File: src/sv/iird_pkg.sv
`timescale 1ns / 1ps
// Package for the IIR hysteresis debouncer: payload structs, register map
// and filter constants. No dependencies.
package iird_pkg;

  localparam int LevelW = 16;
  localparam int WeightW = 16;
  localparam int AddrW = 3;
  localparam int DataW = 32;

  localparam logic [LevelW-1:0] LevelFull = 16'd65535;
  localparam logic [LevelW-1:0] ThreshHigh = 16'd41426;   // ~ 1 - 1/e
  localparam logic [LevelW-1:0] ThreshLow = 16'd24109;    // ~ 1/e

  localparam logic [WeightW-1:0] WeightReset = 16'd6554;

  typedef enum logic {
    OP_SAMPLE = 1'b0,
    OP_STATUS = 1'b1
  } op_t;

  typedef enum logic {
    REG_FILTER_WEIGHT = 1'b0,
    REG_INVERT_INPUT  = 1'b1
  } reg_idx_t;

  typedef struct packed {
    op_t        operation;
    logic       pin_level;
    logic [2:0] clear_mask;
  } in_t;

  typedef struct packed {
    logic              debounced_state;
    logic              rising_seen;
    logic              falling_seen;
    logic              change_seen;
    logic [LevelW-1:0] filter_out;
  } out_t;

endpackage

File: src/sv/iir_hysteresis_debouncer_top.sv
`timescale 1ns / 1ps
// IIR hysteresis debouncer, top level with APB register block.
// Depends on iird_pkg.
//
// Pipeline: input register, then result register. Throughput: one item per
// cycle while the result port is not stalled; the filter level, state and flags
// update in the single cycle an item leaves the input register.
// Reset (rst, synchronous): filter level, state and flags cleared,
// filter_weight = 6554, invert_input = 0, both pipeline stages empty.
module iir_hysteresis_debouncer_top (
  input  logic                      clk,
  input  logic                      rst,
  input  logic                      in_valid,
  output logic                      in_ready,
  input  iird_pkg::in_t             in_data,
  output logic                      out_valid,
  input  logic                      out_ready,
  output iird_pkg::out_t            out_data,
  input  logic                      psel,
  input  logic                      penable,
  input  logic                      pwrite,
  input  logic [iird_pkg::AddrW-1:0] paddr,
  input  logic [iird_pkg::DataW-1:0] pwdata,
  output logic [iird_pkg::DataW-1:0] prdata,
  output logic                      pready
);
  import iird_pkg::*;

  // Config registers
  logic [WeightW-1:0] filter_weight;
  logic               invert_input;

  // Filter state
  logic [LevelW-1:0] filter_level, filter_level_next;
  logic              state_bit, state_bit_next;
  logic              rising_flag, rising_flag_next;
  logic              falling_flag, falling_flag_next;
  logic              change_flag, change_flag_next;

  // Input register
  logic s1_valid;
  in_t  s1_data;
  logic s1_adv;

  out_t result_next;

  reg_idx_t wr_idx;
  logic     cfg_wr;

  // Filter datapath
  logic                 lvl;
  logic [LevelW-1:0]    diff;
  logic [2*LevelW-1:0]  prod;
  logic [2*LevelW:0]    prod_rnd;
  logic [LevelW-1:0]    new_level;

  assign pready = 1'b1;
  assign cfg_wr = psel && penable && pwrite && pready;
  assign wr_idx = reg_idx_t'(paddr[2]);

  always_comb begin
    prdata = '0;
    unique case (wr_idx)
      REG_FILTER_WEIGHT: prdata[WeightW-1:0] = filter_weight;
      REG_INVERT_INPUT:  prdata[0] = invert_input;
    endcase
  end

  always_ff @(posedge clk) begin
    if (rst) begin
      filter_weight <= WeightReset;
      invert_input  <= 1'b0;
    end else if (cfg_wr) begin
      unique case (wr_idx)
        REG_FILTER_WEIGHT: filter_weight <= pwdata[WeightW-1:0];
        REG_INVERT_INPUT:  invert_input <= pwdata[0];
      endcase
    end
  end

  // Handshake: stage 1 advances whenever the result register is free or drains
  assign s1_adv   = s1_valid && (!out_valid || out_ready);
  assign in_ready = !s1_valid || s1_adv;

  always_ff @(posedge clk) begin
    if (rst) begin
      s1_valid <= 1'b0;
    end else if (in_ready) begin
      s1_valid <= in_valid;
    end
    if (in_ready && in_valid) begin
      s1_data <= in_data;
    end
  end

  // One IIR step; downward steps round the magnitude up (floor of a negative)
  always_comb begin
    lvl       = s1_data.pin_level ^ invert_input;
    diff      = lvl ? (LevelFull - filter_level) : filter_level;
    prod      = filter_weight * diff;
    prod_rnd  = {1'b0, prod} + {{(LevelW+1){1'b0}}, LevelFull};
    new_level = lvl ? (filter_level + prod[2*LevelW-1:LevelW])
                    : (filter_level - prod_rnd[2*LevelW-1:LevelW]);
  end

  always_comb begin
    filter_level_next = filter_level;
    state_bit_next    = state_bit;
    rising_flag_next  = rising_flag;
    falling_flag_next = falling_flag;
    change_flag_next  = change_flag;
    result_next.debounced_state = state_bit;
    result_next.rising_seen     = rising_flag;
    result_next.falling_seen    = falling_flag;
    result_next.change_seen     = change_flag;
    result_next.filter_out      = filter_level;
    unique case (s1_data.operation)
      OP_SAMPLE: begin
        filter_level_next = new_level;
        if (new_level > ThreshHigh) begin
          state_bit_next = 1'b1;
          if (!state_bit) begin
            rising_flag_next = 1'b1;
            change_flag_next = 1'b1;
          end
        end else if (new_level < ThreshLow) begin
          state_bit_next = 1'b0;
          if (state_bit) begin
            falling_flag_next = 1'b1;
            change_flag_next  = 1'b1;
          end
        end
        result_next.debounced_state = state_bit_next;
        result_next.rising_seen     = rising_flag_next;
        result_next.falling_seen    = falling_flag_next;
        result_next.change_seen     = change_flag_next;
        result_next.filter_out      = new_level;
      end
      OP_STATUS: begin
        // report before clearing
        if (s1_data.clear_mask[0]) rising_flag_next = 1'b0;
        if (s1_data.clear_mask[1]) falling_flag_next = 1'b0;
        if (s1_data.clear_mask[2]) change_flag_next = 1'b0;
      end
    endcase
  end

  always_ff @(posedge clk) begin
    if (rst) begin
      filter_level <= '0;
      state_bit    <= 1'b0;
      rising_flag  <= 1'b0;
      falling_flag <= 1'b0;
      change_flag  <= 1'b0;
      out_valid    <= 1'b0;
    end else begin
      if (s1_adv) begin
        filter_level <= filter_level_next;
        state_bit    <= state_bit_next;
        rising_flag  <= rising_flag_next;
        falling_flag <= falling_flag_next;
        change_flag  <= change_flag_next;
        out_valid    <= 1'b1;
      end else if (out_ready) begin
        out_valid <= 1'b0;
      end
    end
    if (s1_adv) begin
      out_data <= result_next;
    end
  end

  // Hysteresis invariants
  a_high_level: assert property (@(posedge clk) disable iff (rst)
    state_bit |-> filter_level >= ThreshLow)
    else $error("debounced state high with level below low threshold");

  a_low_level: assert property (@(posedge clk) disable iff (rst)
    !state_bit |-> filter_level <= ThreshHigh)
    else $error("debounced state low with level above high threshold");

  a_status_holds: assert property (@(posedge clk) disable iff (rst)
    (s1_adv && s1_data.operation == OP_STATUS) |=>
      (filter_level == $past(filter_level) && state_bit == $past(state_bit)))
    else $error("status read changed filter state");

  a_change_edge: assert property (@(posedge clk) disable iff (rst)
    $rose(change_flag) |-> (rising_flag || falling_flag))
    else $error("change flag set without edge flag");

  a_no_overwrite: assert property (@(posedge clk) disable iff (rst)
    (out_valid && !out_ready) |-> !s1_adv)
    else $error("pending result overwritten");

endmodule

File: config.mk
export PLATFORM = sky130hd
export DESIGN_NAME = iir_hysteresis_debouncer_top
export DESIGN_NICKNAME = d
export VERILOG_FILES = /design/src/sv/iird_pkg.sv /design/src/sv/iir_hysteresis_debouncer_top.sv
export SDC_FILE = /design/constraint.sdc
export NUM_CORES = 1
export LEC_CHECK = 0
export BUFFER_PORTS_ARGS = -buffer_cell sky130_fd_sc_hd__buf_2
export CAP_MARGIN = 20
export CORE_MARGIN = 2
export CORE_UTILIZATION = 51
export CTS_CLUSTER_SIZE = 24
export DETAILED_ROUTE_END_ITERATION = 8
export PLACE_DENSITY = 0.7
export SLEW_MARGIN = 20
export SYNTH_ARGS = -nofsm -noshare
export SYNTH_HDL_FRONTEND = slang
export SYNTH_SLANG_ARGS = --single-unit
File: constraint.sdc
create_clock -name clk -period 16.9 [get_ports clk]
set_input_delay 5.07 -clock clk [delete_from_list [all_inputs] [get_ports clk]]
set_output_delay 5.07 -clock clk [all_outputs]
set_load 0.02 [all_outputs]
======== After elaboration in Yosys (flattened, before gate mapping) ========
Cells that the tools add are included.
word-level totals
  flip-flop bits (word level) ............. 64
  bits in latches ......................... 0
  memory bits (writable) .................. 0
  ROM bits ................................ 0
  input port bits ......................... 47
  output and inout port bits .............. 55
  word-level logic and storage cells ...... 69
  memories kept ........................... 0
cells by class
  add/subtract/negate cells ............... 4
  multiply operators ...................... 1
  divide/modulo/power cells ............... 0
  order comparisons ....................... 2
  equal/unequal tests ..................... 3
  shift operators ......................... 0
  muxes and demuxes ....................... 24
  bitwise operators ....................... 3
  reductions and logical operators ........ 15
operator list
  cell                    count
  $add 32x16->32 const B  1
  $mul 16x16->32          1
  $mux 16                 2
  $mux 20                 1
  $add 16x16->16          1
  $gt 16x16->1 const B    1
  $lt 16x15->1 const B    1
  $mux 1                  16
  $sub 16x16->16          1
  $sub 16x16->16 const A  1
  $mux 15                 1
  $reduce_and 2->1        6
  $pmux 1 s2              4
  $ne 2x2->1 const B      3
  $logic_and 1x1->1       4
  $logic_not 1->1         2
  $logic_or 1x1->1        2
  $not 1->1               2
  $reduce_bool 2->1       1
  $xor 1x1->1             1

======== Logic depth before layout (Yosys ltp) ========
  depth in word-level cells ............... 10
  depth in mapped cells ................... 43
  mapped depth without buffers ............ 41

======== Worst setup path before layout ========
No wires, ideal clock.
  kind .................................... in2out
  start ................................... input port paddr[2] in the netlist's numbering
  end ..................................... output port prdata[10] in the netlist's numbering
  arrival time ............................ 5.794 ns
  required time ........................... 11.830 ns
  slack ................................... 6.036 ns
  stages on the path ...................... 3
  path buffers ............................ 2
  path through ............................ clkbuf_1 clkbuf_1 nor2b_1
between the ends
  word-level cells in the longest chain between the ends .. 1
ends and longest elaborated chain
  what             line                                text
  start, declared  iir_hysteresis_debouncer_top.sv:22  input logic [iird_pkg::AddrW-1:0] paddr,
  $mux 15          iir_hysteresis_debouncer_top.sv:63  unique case (wr_idx)
  end, declared    iir_hysteresis_debouncer_top.sv:24  output logic [iird_pkg::DataW-1:0] prdata,
No other way between the ends.

==> run_results.csv <==
group,metric,value,unit
run,cap_violations,0,
routing,drtIter0Drc,534,
critical_path,start_kind,"flop",
logic_synthesis,yosysSeqAreaShare,11.8,%
global_route,grt_pass1_wl,50800,µm
global_route,antenna_found_initial,0,
die,die_width,164,µm
cells_and_area,final_nets,1925,
routing,dr_total_vias,10200,
cells_and_area,area_delta_synth_final,7.23,%
logic_synthesis,async_flop_share,0,%
clocking,cts_tree,"done",
sta,fin_crit_sh,67.5,%
die,initial_core_util,51.7,%
critical_path,cp_common_cell,"fa_1",
die,row_count,58,
sta,finalClockSkew,11.3,ps
routing,routedWlPerCell,15.7,µm
clocking,insertion_delay,350,ps
sta,slew_viol_final,0,
global_route,grt_pass1_vias,10500,
routing,routed_wl,29800,µm
critical_path,end_kind,"flop",
critical_path,cp_slowest_stage_delay,600,ps
logic_synthesis,mappedNetlistArea,0.0130,mm²
outcome,status,"complete, no violations",
routing,first_pass_iters,5,
critical_path,crit_family,"adder cells",
sta,hold_viol_final,0,
sta,maxSlewHeadroom,31.9,%
logic_synthesis,synth_edf_count,25,
die,dieArea,0.0267,mm²
sta,worst_slew_pin_slew,1020,ps
logic_synthesis,yosys.cell_types.count,80,
die,die_y,164,µm
logic_synthesis,ys_top_cells_by_area,"fa_1 (30%), ha_1 (12%), inv_1 (7.3%)",
cells_and_area,final_cell_mix,"inv_1 (253), nand2_1 (245), fa_1 (195)",
logic_synthesis,ys_ff_latch,64,
critical_path,cp_slowest_cell,"or4b_1",
sta,fin_crit,11410,ps
cells_and_area,diodes,0,
placed_design,io_buffers,66,
routing,via_per_inst,5.37,
logic_synthesis,syn_inst,1517,
clocking,cts-resized-gates,0,
placed_design,routabilityCongestion,0.880,
logic_synthesis,syn-mean-instance-area,8.55,µm²
die,io_pins,102,
sta,finalSetupTns,0,ps
clocking,cts_root_buf,"clkbuf_16",
clocking,cts.sinks,64,
logic_synthesis,yosysWarnings,0,
logic_synthesis,synth_flop_cell,"dfxtp_1",
critical_path,path_class,"reg2reg",
clocking,cts_hold_buf,0,
sta,rsz0062_at_grt,"no",
placed_design,post-dp-hpwl,23900,µm
worst_hold_path,hp-class,"reg2reg",
critical_path,cp.buffers_inverters,5,
global_route,grt_overflow,0,
clocking,clockBufferDepth,2,
routing,antenna_left,0,
logic_synthesis,synth_area_leader_cell,"fa_1",
routing,drcViolationCount,0,
clocking,cts_inserted_buffers,9,
sta,fmax,87.6,MHz
global_route,grtUsageTotal,23.6,%
die,core,0.0251,mm²
cells_and_area,layout_commonest_cell,"inv_1",
critical_path,crit_fanout,24,
critical_path,required,16960,ps
clocking,clkSlewWorstSetupHoldPaths,60,ps
clocking,post_cts_buffers,0,
clocking,htreeDepth,3,
cells_and_area,drive_gt1_share,8.81,%
global_route,grt_max_degree,41,
critical_path,cp.arrival,11470,ps
sta,setup_violations,0,
critical_path,regToRegSetupSlack,5490,ps
logic_synthesis,synth_top_area_share,30.1,%
-- worst register-to-register path, delay by kind of cell, from the launching register on --
family	cells	cell delay (ps)
DFF	1	430
buffers and inverters	5	720
muxes	1	230
adders and majority gates	9	4000
xor gates and xnor gates	6	970
and+or+nand+nor	9	2780
AOI/OAI and AO/OA	8	1990
-- state kept, by name, summed over array words and instances (netlist names) --
register	flops
change_flag	1
s1_data	5
s1_valid	1
invert_input	1
state_bit	1
out_valid	1
out_data	20
rising_flag	1
falling_flag	1
filter_weight	16
filter_level	16
-- per-layer routing --
layer / GRT usage (%) / vias to the layer above / part of all wire, %
met5: 0 / - / 0
met4: 5.82 / 0 / 1.9
met3: 2.97 / 41 / 4.7
met2: 39.5 / 244 / 48
met1: 32.5 / 5042 / 45
li1: - / 4859 / -
-- synthesized netlist by cell type, drive strengths merged, types with 13 or more instances --
cell,number
ha,121
nand2,245
edfxtp,25
inv,253
o21ai,36
nor3,16
and2,126
a21o,13
fa,195
buf,20
nor2b,22
a21oi,65
clkbuf,55
xnor2,53
nand3,14
dfxtp,39
nor2,52
xor2,21
-- cell families after synthesis --
logic type	Yosys count	synth area share, %
AO/OA/AOI/OAI	201	10.8
XOR/XNOR	74	5.11
adder cells (fa/ha/maj)	316	41.8
buffers and inverters	330	10.2
flip-flops	64	11.8
multiplexers	11	0.964
other	2	0.0579
AND/OR/NAND/NOR	519	19.4
-- metrics by stage --
step | setup WS (ps) | util, % | instance area [µm²] | hold WS [ps] | instances
4_1_cts | 5580 | 55.4 | 13900 | 476 | 1897
3_3_place_gp | 5670 | 54.3 | 13600 | 462 | 1881
3_5_place_dp | 5670 | 54.3 | 13600 | 467 | 1881
5_1_grt | 4640 | 55.4 | 13900 | 510 | 1897
6_report | 5490 | 55.4 | 13900 | 477 | 1897
2_1_floorplan | 6040 | - | 13000 | 454 | 1532
-- cell type report --
type / count / area [µm²]
clock buffer: 9 / 225
clock inverter: 7 / 55.1
fill: 2305 / 11200
inverter: 255 / 957
multi-input combinational: 1138 / 10200
sequential: 64 / 1530
tap: 330 / 413
timing repair buffer: 94 / 541
-- final timing paths --
kind | from | to | cells after the start
setup / recovery | s1_data[3] | out_data[16] | 38
hold / removal | filter_weight[9] | filter_weight[9] | 2
setup reg to reg | s1_data[3] | out_data[16] | 38
hold reg to reg | filter_weight[9] | filter_weight[9] | 2
Power is left out: the tool's default activity adds up to more than one toggle a clock period on the data nets, which glitch-free logic cannot reach.
